===== src/design/brp_pkg.sv =====
// ---------------------------------------------------------------------------
// brp_pkg: shared types and constants of the buffered radix partitioner
// Field widths, register codes, controller states and the command and
// status bundles between the controller and the datapath.
// ---------------------------------------------------------------------------
`default_nettype none

package brp_pkg;

   // Default sizing of the bucket and slot stores
   localparam int DEF_MAX_LOG2_BUCKETS = 8;
   localparam int DEF_SLOT_ROWS        = 16;
   localparam int DEF_PAYLOAD_BITS     = 64;

   // Stream field widths
   localparam int HASH_W     = 32;
   localparam int PAY_W      = 64;
   localparam int FLUSH_W    = 8;
   localparam int BUCKET_W   = 8;
   localparam int INDEX_W    = 32;
   localparam int REQ_DATA_W = 104;   // 13 bytes, no padding needed
   localparam int RSP_DATA_W = 104;   // 13 bytes, no padding needed

   // Configuration port
   localparam int CSR_IDX_W  = 2;
   localparam int CSR_DATA_W = 5;

   // Register indexes; the fourth code selects nothing
   typedef enum logic [CSR_IDX_W-1:0] {
      CSR_BIT_SHIFT     = 2'd0,
      CSR_LOG2_BUCKETS  = 2'd1,
      CSR_SLOT_CAPACITY = 2'd2
   } csr_index_type;

   // Register reset values
   localparam logic [4:0] RST_BIT_SHIFT     = 5'd0;
   localparam logic [3:0] RST_LOG2_BUCKETS  = 4'd8;
   localparam logic [4:0] RST_SLOT_CAPACITY = 5'd16;

   // Item operation carried in tuser
   typedef enum logic {
      OP_ADD   = 1'b0,
      OP_FLUSH = 1'b1
   } op_type;

   // Controller states
   typedef enum logic [2:0] {
      ST_CLEAR,
      ST_IDLE,
      ST_READ,
      ST_DECIDE,
      ST_ROW_RD,
      ST_ROW_OUT,
      ST_COMMIT
   } state_type;

   // Controller to datapath
   typedef struct packed {
      logic clear_wr;   // zero one count entry, step the sweep
      logic capture;    // take the accepted item, register its bucket
      logic decide;     // latch fill and emitted counts, restart row count
      logic row_emit;   // load the output register with the current row
      logic commit;     // write counts back, store the added row
   } cmd_type;

   // Datapath to controller
   typedef struct packed {
      logic clear_last; // sweep is at the final count entry
      logic drain;      // the bucket's rows go out as a run
      logic last_row;   // current row closes the run
      logic rsp_free;   // output register takes a row this cycle
   } status_type;

endpackage

`default_nettype wire


===== src/design/brp_ctrl.sv =====
// ---------------------------------------------------------------------------
// brp_ctrl: sequencing controller of the buffered radix partitioner
// Walks each item through count lookup, optional run emission and
// write-back; after reset it runs the count memory clearing sweep.
// ---------------------------------------------------------------------------
`default_nettype none

module brp_ctrl (
   input  wire                  clock,
   input  wire                  reset,
   input  wire                  req_tvalid,
   output logic                 req_tready,
   input  brp_pkg::status_type  status,
   output brp_pkg::cmd_type     cmd
);
   import brp_pkg::*;

   state_type state_ff;
   state_type state_in;

   // State register
   always_ff @(posedge clock) begin
      if (reset) begin
         state_ff <= ST_CLEAR;
      end else begin
         state_ff <= state_in;
      end
   end

   // Next state
   always_comb begin
      state_in = state_ff;
      unique case (state_ff)
         ST_CLEAR: begin
            if (status.clear_last) state_in = ST_IDLE;
         end
         ST_IDLE: begin
            if (req_tvalid) state_in = ST_READ;
         end
         ST_READ: begin
            state_in = ST_DECIDE;
         end
         ST_DECIDE: begin
            state_in = status.drain ? ST_ROW_RD : ST_COMMIT;
         end
         ST_ROW_RD: begin
            state_in = ST_ROW_OUT;
         end
         ST_ROW_OUT: begin
            if (status.rsp_free) state_in = status.last_row ? ST_COMMIT : ST_ROW_RD;
         end
         ST_COMMIT: begin
            state_in = ST_IDLE;
         end
         default: begin
            state_in = ST_CLEAR;
         end
      endcase
   end

   // Outputs
   always_comb begin
      cmd          = '0;
      req_tready   = 1'b0;
      unique case (state_ff)
         ST_CLEAR: begin
            cmd.clear_wr = 1'b1;
         end
         ST_IDLE: begin
            req_tready  = 1'b1;
            cmd.capture = req_tvalid;
         end
         ST_DECIDE: begin
            cmd.decide = 1'b1;
         end
         ST_ROW_OUT: begin
            cmd.row_emit = status.rsp_free;
         end
         ST_COMMIT: begin
            cmd.commit = 1'b1;
         end
         default: begin
            cmd = '0;
         end
      endcase
   end

endmodule

`default_nettype wire


===== config.mk =====
export PLATFORM = sky130hd
export DESIGN_NAME = brp_ctrl
export DESIGN_NICKNAME = d
export VERILOG_FILES = /design/src/design/brp_pkg.sv /design/src/design/brp_ctrl.sv
export SDC_FILE = /design/constraint.sdc
export NUM_CORES = 1
export LEC_CHECK = 0
export BUFFER_PORTS_ARGS = -buffer_cell sky130_fd_sc_hd__buf_2
export CAP_MARGIN = 20
export CORE_AREA = 4 4 41 43
export DETAILED_ROUTE_END_ITERATION = 10
export DIE_AREA = 0 0 45 47
export GPL_TIMING_DRIVEN = 1
export HOLD_SLACK_MARGIN = 0.05
export SKIP_LAST_GASP = 1
export SYNTH_ARGS = -nofsm -noshare
export SYNTH_HDL_FRONTEND = slang
export SYNTH_SLANG_ARGS = --single-unit

===== constraint.sdc =====
create_clock -name clock -period 1 [get_ports clock]
set_input_delay 0.2 -clock clock [delete_from_list [all_inputs] [get_ports clock]]
set_output_delay 0.2 -clock clock [all_outputs]
set_load 0.05 [all_outputs]

Word level (Yosys, flattened, before mapping)

Index checks and enable logic that the tools add are counted.

Flip-flop bits (word level): 3
Latch bits: 0
Memory bits (writable): 0
ROM bits: 0
Input port bits: 7
Memories kept: 0

Add/sub/neg operators: 0
Multiply operators: 0
Divide/modulo/power cells: 0
$lt $le $gt $ge: 0
Eq/ne operators: 9
Shifts and indexed selects: 0
Muxes and demuxes: 12
Bitwise logic cells: 0
Reductions and logical operators: 2

Operator list:

| kind                                                             | count |
|---|---|
| 3-bit case mux with 7 select lines                               | 1 |
| 3-bit == test (second input constant)                            | 3 |
| 3-bit 2-to-1 mux                                                 | 3 |
| 3-bit by 2-bit == test with 1-bit output (second input constant) | 2 |
| 1-bit 2-to-1 mux                                                 | 6 |
| 2-bit != test (second input constant)                            | 3 |
| 2-bit 2-to-1 mux                                                 | 2 |
| 3-bit by 1-bit == test with 1-bit output (second input constant) | 1 |
| 3-bit zero test                                                  | 1 |
| 3-bit AND reduction                                              | 1 |

Depth between registers and ports, before layout

Gate-level depths: netlist of run 1.

Depth in word-level cells: 3
Depth in mapped cells: 4
Depth with buffers taken out: 3

Worst setup path after synthesis of run 1

No wires, ideal clock.

Path type: flip-flop to output port
Start: register state_ff[2]
End: output cmd[4] (netlist name)
Arrival time: 1.515 ns
Required time: 0.800 ns
Path slack: -0.715 ns
Stages on the path, launching flop included: 3
Buffers on the path: 1
Path through: dfxtp_1 -> buf_2 -> nor3_1

RTL lines:

| item                   | RTL line       | source |
|---|---|---|
| from (decl)            | brp_ctrl.sv:18 | `state_type state_ff;` |
| from (signal assigned) | brp_ctrl.sv:26 | `state_ff <= state_in;` |
| to (decl)              | brp_ctrl.sv:14 | `output brp_pkg::cmd_type cmd` |

==> flow_summary.ini, run 1 <==
[power_and_ir_drop]
irDropWorstVdd_mv = 0.4408
power_mw = 0.6371
leakagePower_nw = 0.2192
power_density_nw_per_um2 = 1343

[routing]
drt-initial-drc-count = 0
num_vias = 286
drcViolationCount = 0
ant_nets = 0
wl_per_cell_um = 10.85
vias_per_cell = 4.333
first_pass_iters = 1
wl_um = 716

[place]
post-dp-hpwl_um = 476
gp_congestion = 0.7531
dp_cells = 59
io_buffers = 12
place_ws_ps = -143.8
placed_area_um2 = 346.6

[logic_synthesis]
netlist_instances = 29
avgSynthCellArea_um2 = 7.033
seq_area_frac_synth_pct = 29.45
ys_ff_latch = 3
ys_types = 17
synth_warnings = 0
netlist_area_um2 = 203.9
syn-num-nets = 36

[timing]
tightest_slew_ps = 254.7
layout_setup_ws_ps = -247.4
fin_worst_hold_slack_ps = 159.0
finalSetupViolCount = 8
period_minus_slack_ps = 1247
hold_viol = 0
fin_crit_sh_pct = 124.7
clock.fmax_ghz = 0.8017
drv_slew = 0
setup_tns_ps = -1482
max_slew_margin_pct = 82.92
fin_skew_ps = 1.841
rsz0062_at_grt = yes

[worst_setup_path]
cp-start-kind = flip-flop
path_max_fanout = 6
end_kind = primary output
critPathArrivalTime_ps = 1050
required_ps = 800
critical_path_class = flip-flop to primary output

[global_route]
grt.met3_usage_pct = 2.682
grt_overflow = 0
grt_pass1_vias = 276
groute.layer.met1.usage_pct = 7.692
antenna_found_initial = 0
gr-max-usage-layer = met2
grt_start_max_net_pins = 11
met2_usage_pct = 12.43
grt_use_total_pct = 7.650
grt_pass1_wl_um = 1124

[finish]
top_register = state_ff
final_nets = 59
area_delta_synth_final_pct = 132.5
largest_reg_flops = 3
layout_common_cells = 6 x buf_2, 6 x buf_6, 5 x buf_4, 4 x nand2_1
design_area_um2 = 474.2
top_regs = state_ff: 3 flops
post-route-util_pct = 36.44
fin_cells = 66
drive_gt1_share_pct = 70.59
antenna_cells = 0

[floorplanning]
ios = 13
core_area_um2 = 1301
die_height_um = 47
initial_utilization_pct = 15.67
die_w_um = 45
die_area_um2 = 2115
rows = 13

[clock_tree]
clk_pin_slew_ps = 40
clkLatencyLatePin_ps = 230
cts_buffers = 3
clk_path_buf_depth = 2
cts_tree = yes
cts_hold_buffers = 0
clockRootBuffer = clkbuf_4
cts_sinks = 3
htreeDepth = 1

[status]
violations = setup timing
outcome = finished, violations left

[run]
drv_cap = 0

[worst_hold_path]
hold_class = primary input to flip-flop
cell type report:
class	count	area [µm²]
tap	15	18.77
sequential	3	71.32
multi-input combinational	23	173.9
timing repair buffer	20	180.2
fill	153	827.0
clock buffer	4	26.28
inverter	1	3.754
power by group:
group / leakage [nW] / total [mW] / internal [mW] / switching, mW
Combinational: 0.178 / 0.273 / 0.132 / 0.141
Sequential: 0.0267 / 0.154 / 0.131 / 0.0230
Clock: 0.0150 / 0.210 / 0.149 / 0.0606
Total: 0.219 / 0.637 / 0.412 / 0.225
synthesized netlist by cell type:
cell,number,area [µm²]
nand2b_1,1,6.260
and3b_2,1,10.01
and2_1,1,6.260
buf_2,1,5.000
buf_4,1,7.510
or3_1,1,6.260
a21oi_1,3,15.01
nor3_1,1,5.000
nor2_1,4,15.01
a211oi_1,2,15.01
nand3_1,1,5.000
dfxtp_1,3,60.06
and3_1,1,6.260
o211a_1,1,10.01
and4_1,1,8.760
inv_1,1,3.750
nand2_1,5,18.77
kinds of logic after synthesis:
kind of cell / count (synthesis) / share of synthesized area (%)
and+or+nand+nor: 17 / 42.95
AOI/OAI and AO/OA: 6 / 19.63
buffers and inverters: 3 / 7.973
DFF: 3 / 29.45
critical path, stage by stage (launching register included):
cell and delay [ps]:
dfxtp_4 350, buf_6 130, nor3_4 160, buf_6 180
worst paths after layout:
kind	startpoint	to	slack, ps	cells after the start
min	reset	state_ff[2]	160	2
max	state_ff[0]	cmd[4]	-250	3
min reg2reg	state_ff[2]	state_ff[0]	620	2
max reg2reg	state_ff[0]	state_ff[0]	-150	4
layer usage:
| metal | part of all wire (%) | vias to the layer above | wire length, µm |
|---|---|---|---|
| li1 | - | 145 | - |
| met1 | 42 | 129 | 298 |
| met2 | 49 | 12 | 351 |
| met3 | 9.2 | 0 | 66 |
| met4 | 0 | 0 | 0 |
| met5 | 0 | - | 0 |
what timing repair did:
item | 4_1_cts | 5_1_grt
setup buffers | 3 | 1
endpoints found under the setup margin | 7 | 9
hold endpoints to repair | 0 | 0
gates resized for setup | 18 | 7
pin swaps | 2 | 3
No activity file was read; power rests on OpenSTA's default activity.
==> run 2: changes to the inputs <==
--- a/config.mk
+++ b/config.mk
@@ -11,7 +11,7 @@
 export DETAILED_ROUTE_END_ITERATION = 10
 export DIE_AREA = 0 0 45 47
 export GPL_TIMING_DRIVEN = 1
-export HOLD_SLACK_MARGIN = 0.05
+export HOLD_SLACK_MARGIN = 0.15
 export SKIP_LAST_GASP = 1
 export SYNTH_ARGS = -nofsm -noshare
 export SYNTH_HDL_FRONTEND = slang
==> constraint.sdc (replaced) <==
create_clock -name clock -period 1 [get_ports clock]
set_input_delay 0.15 -clock clock [delete_from_list [all_inputs] [get_ports clock]]
set_output_delay 0.15 -clock clock [all_outputs]
set_load 0.05 [all_outputs]
==> flow_summary.ini, run 2 (same netlist as run 1, synthesis figures left out) <==
[routing]
num_vias = 305
drcViolationCount = 0
vias_per_cell = 4.357
drt-initial-drc-count = 5
ant_nets = 0
wl_per_cell_um = 11.13
first_pass_iters = 3
wl_um = 779

[clock_tree]
clkLatencyLatePin_ps = 230
clk_path_buf_depth = 2
cts_sinks = 3
clk_pin_slew_ps = 40
htreeDepth = 1
cts_buffers = 3
clockRootBuffer = clkbuf_4
cts_tree = yes

[power_and_ir_drop]
power_density_nw_per_um2 = 1295
irDropWorstVdd_mv = 0.6398
power_mw = 0.6853
leakagePower_nw = 0.2438

[worst_setup_path]
required_ps = 850
critical_path_class = flip-flop to primary output
end_kind = primary output
critPathArrivalTime_ps = 1060
reg2reg_depth = 3
cp-start-kind = flip-flop
reg2reg_slack_ps = -50
r2r-end = state_ff[0]
path_max_fanout = 7
timing.rr.start = state_ff[0]

[finish]
final_nets = 63
layout_common_cells = 10 x buf_6, 6 x buf_2, 5 x nand2_1, 5 x buf_4
final_common_cell = buf_6
drive_gt1_share_pct = 76.36
nFillCells = 141
antenna_cells = 0
largest_reg_flops = 3
area_delta_synth_final_pct = 159.5
top_regs = state_ff: 3 flops
seq_area_um2 = 71.32
multi_input_area_um2 = 188.9
top_register = state_ff

[floorplanning]
core_area_um2 = 1301
rows = 13
ios = 13
initial_utilization_pct = 15.67
die_w_um = 45
die_height_um = 47
die_area_um2 = 2115

[timing]
max_slew_margin_pct = 89.56
fin_skew_ps = 1.505
finalSetupViolCount = 8
layout_setup_ws_ps = -212.9
clock.fmax_ghz = 0.8244
period_minus_slack_ps = 1213
setup_tns_ps = -1126
rsz0062_at_grt = yes
drv_slew = 0
fin_worst_hold_slack_ps = 209.7
fin_crit_sh_pct = 121.3
hold_viol = 0
tightest_slew_ps = 156.4

[place]
post-dp-hpwl_um = 500.4
gp_congestion = 0.6816
place_ws_ps = -150.5
io_buffers = 12

[global_route]
grt_pass1_vias = 328
grt_overflow = 0
grt_use_total_pct = 8.682
grt_start_max_net_pins = 10
grt_pass1_wl_um = 1221
antenna_found_initial = 0

[worst_hold_path]
min_from = reset
hold_depth = 3
hold_class = primary input to flip-flop
hold_end = state_ff[1]

[status]
outcome = finished, violations left
violations = setup timing

[run]
drv_cap = 0
==> run 2: cell types whose count changed in the layout (fill, tap and decap cells not counted), sizes merged <==
cell	previous run	this run
dlygate4sd3	0	1
buf	20	23
==> run 2: timing repair <==
action | in CTS | in global routing
pin swaps | 5 | 5
hold buffers | 1 | 0
endpoints found under the hold margin | 2 | 0
setup endpoints to repair | 8 | 9
gates resized for setup | 23 | 12
buffers inserted | 3 | 1
==> run 2: through the flow <==
stage | utilization, % | instance area, µm² | cells
after detailed placement | 27.31 | 355.3 | 61
after global routing | 40.67 | 529.3 | 70
after global placement | 27.31 | 355.3 | 61
after floorplan | - | 246.5 | 29
final | 40.67 | 529.3 | 70
after CTS | 37.21 | 484.2 | 69
==> run 2: worst max-delay path by stage <==
stage           startpoint           to  slack [ps]  depth (start not counted)
2_1_floorplan  state_ff[1]  state_ff[0]         -30                          3
6_report       state_ff[2]       cmd[4]        -210                          3
3_3_place_gp   state_ff[1]       cmd[3]        -140                          3
4_1_cts        state_ff[2]       cmd[4]        -220                          3
5_1_grt        state_ff[2]       cmd[4]        -260                          3
3_5_place_dp   state_ff[1]       cmd[3]        -150                          3
==> run 2: layer usage <==
layer,part of all wire [%],vias up,wire (µm),GRT usage [%]
met4,5.1,0,40,10.53
li1,-,154,-,-
met1,37,132,290,7.937
met2,47,15,369,13.84
met3,10,4,80,3.065
met5,0,-,0,0
==> run 2: layout make-up <==
class / count / area share [%]
sequential: 3 / 13.48
multi-input combinational: 23 / 35.70
clock buffer: 4 / 4.965
tap: 15 / 3.546
timing repair buffer: 24 / 41.61
inverter: 1 / 0.7092
==> run 2: critical path, stage by stage (launching register included) <==
cell and delay (ps):
dfxtp_4 360, buf_6 120, nor3_4 170, buf_6 180
==> run 2: power breakdown <==
part / switching [mW] / internal, mW
Combinational: 0.156 / 0.166
Sequential: 0.0205 / 0.131
Clock: 0.0627 / 0.150
==> run 3: changes to the inputs <==
--- a/config.mk
+++ b/config.mk
@@ -8,6 +8,7 @@
 export BUFFER_PORTS_ARGS = -buffer_cell sky130_fd_sc_hd__buf_2
 export CAP_MARGIN = 20
 export CORE_AREA = 4 4 41 43
+export CTS_BUF_LIST = sky130_fd_sc_hd__clkbuf_16
 export DETAILED_ROUTE_END_ITERATION = 10
 export DIE_AREA = 0 0 45 47
 export GPL_TIMING_DRIVEN = 1
==> flow_summary.ini, run 3 (same netlist as run 1, synthesis figures left out) <==
[worst_setup_path]
cpMostUsedCell = buf_6
path_max_fanout = 7
end_kind = primary output
required_ps = 850
path_cells = buf_6 -> nor3_4 -> buf_6
cpPeakStageDelay_ps = 360
reg2reg_slack_ps = -20
critical_path_class = flip-flop to primary output
cp-start-kind = flip-flop
critPathArrivalTime_ps = 1050
crit_slowest_cell = dfxtp_4

[routing]
wl_um = 831
first_pass_iters = 2
wl_per_cell_um = 11.87
drcViolationCount = 0
drt-initial-drc-count = 2
vias_per_cell = 4.357
ant_nets = 0
num_vias = 305

[floorplanning]
die_height_um = 47
rows = 13
initial_utilization_pct = 15.67
core_area_um2 = 1301
die_w_um = 45
ios = 13
die_area_um2 = 2115

[finish]
final_nets = 63
fin_cells = 70
antenna_cells = 0
largest_reg_flops = 3
top_regs = state_ff: 3 flops
area_delta_synth_final_pct = 185.3
post-route-util_pct = 44.71
final_common_cell = buf_6
layout_common_cells = 9 x buf_6, 6 x buf_2, 5 x nand2_1, 5 x buf_4
top_register = state_ff
design_area_um2 = 581.8
drive_gt1_share_pct = 74.55

[timing]
hold_viol = 0
rsz0062_at_grt = yes
period_minus_slack_ps = 1203
max_slew_margin_pct = 88.96
fin_skew_ps = 0.1209
fin_crit_sh_pct = 120.3
clock.fmax_ghz = 0.8314
finalSetupViolCount = 8
fin_worst_hold_slack_ps = 202.7
layout_setup_ws_ps = -202.9
drv_slew = 0
tightest_slew_ps = 165.4

[global_route]
grt_pass1_wl_um = 1421
grt_use_total_pct = 10.26
grt_start_max_net_pins = 8
antenna_found_initial = 0
grt_overflow = 0
grt_pass1_vias = 359

[place]
dp_cells = 61
gp_congestion = 0.6816
io_buffers = 12
placed_area_um2 = 355.3
post-dp-hpwl_um = 500.4
place_ws_ps = -150.5

[clock_tree]
htreeDepth = 1
cts_buffers = 3
clk_path_buf_depth = 2
clk_pin_slew_ps = 30
cts_sinks = 3
clkLatencyLatePin_ps = 220
cts_tree = yes
clockRootBuffer = clkbuf_16

[power_and_ir_drop]
irDropWorstVdd_mv = 1.119
power_density_nw_per_um2 = 1887
leakagePower_nw = 0.2722

[worst_hold_path]
hold_class = primary input to flip-flop

[status]
violations = setup timing
outcome = finished, violations left

[run]
drv_cap = 0
==> run 3: cell count changes in the layout (fill, tap and decap cells not counted), sizes merged <==
cell,change
clkbuf,-1
inv,+1
==> run 3: final cells by class <==
cell class | instances | area [µm²]
clock buffer | 3 | 75.07
clock inverter | 1 | 3.754
timing repair buffer | 24 | 224.0
sequential | 3 | 71.32
tap | 15 | 18.77
multi-input combinational | 23 | 185.2
fill | 134 | 719.4
inverter | 1 | 3.754
==> run 3: repair_timing <==
item                                    in CTS  in global routing
setup buffers                                5                  0
gates resized for setup                     29                  5
pin swaps                                    9                  4
endpoints found under the setup margin       8                  9
endpoints found under the hold margin        2                  0
hold buffers                                 1                  0
==> run 3: worst max-delay path: cells and delay by family (launching register included) <==
kind | cells | cell delay [ps]
buf+inv | 2 | 300
flops | 1 | 360
simple gates | 1 | 170
==> run 3: stage by stage <==
stage	total power, mW	setup TNS (ps)
finish	1.098	-1022
global route	1.142	-1363
CTS	1.094	-1029
detailed placement	0.3691	-734.8
global placement	0.3660	-642.3
floorplan	0.3080	-105.1
==> run 3: layer usage <==
| metal | track usage, % | part of all wire, % | up-vias | routed length, µm |
|---|---|---|---|---|
| met4 | 10.53 | 2.2 | 0 | 18 |
| met1 | 8.844 | 40 | 138 | 329 |
| met5 | 0 | 0 | - | 0 |
| met3 | 5.364 | 9.5 | 2 | 79 |
| met2 | 16.67 | 49 | 12 | 405 |
| li1 | - | - | 153 | - |
==> run 3: final timing paths <==
kind          startpoint          end  depth (start not counted)
max          state_ff[1]       cmd[4]                          3
min                reset  state_ff[1]                          3
max reg2reg  state_ff[0]  state_ff[0]                          3
min reg2reg  state_ff[2]  state_ff[2]                          3
==> run 3: report_power, final <==
part	internal, mW	switching [mW]	total (mW)	leakage, nW
combinational	0.163	0.156	0.319	0.203
sequential	0.131	0.0214	0.152	0.0267
clock	0.516	0.111	0.626	0.0423
total	0.810	0.288	1.10	0.272
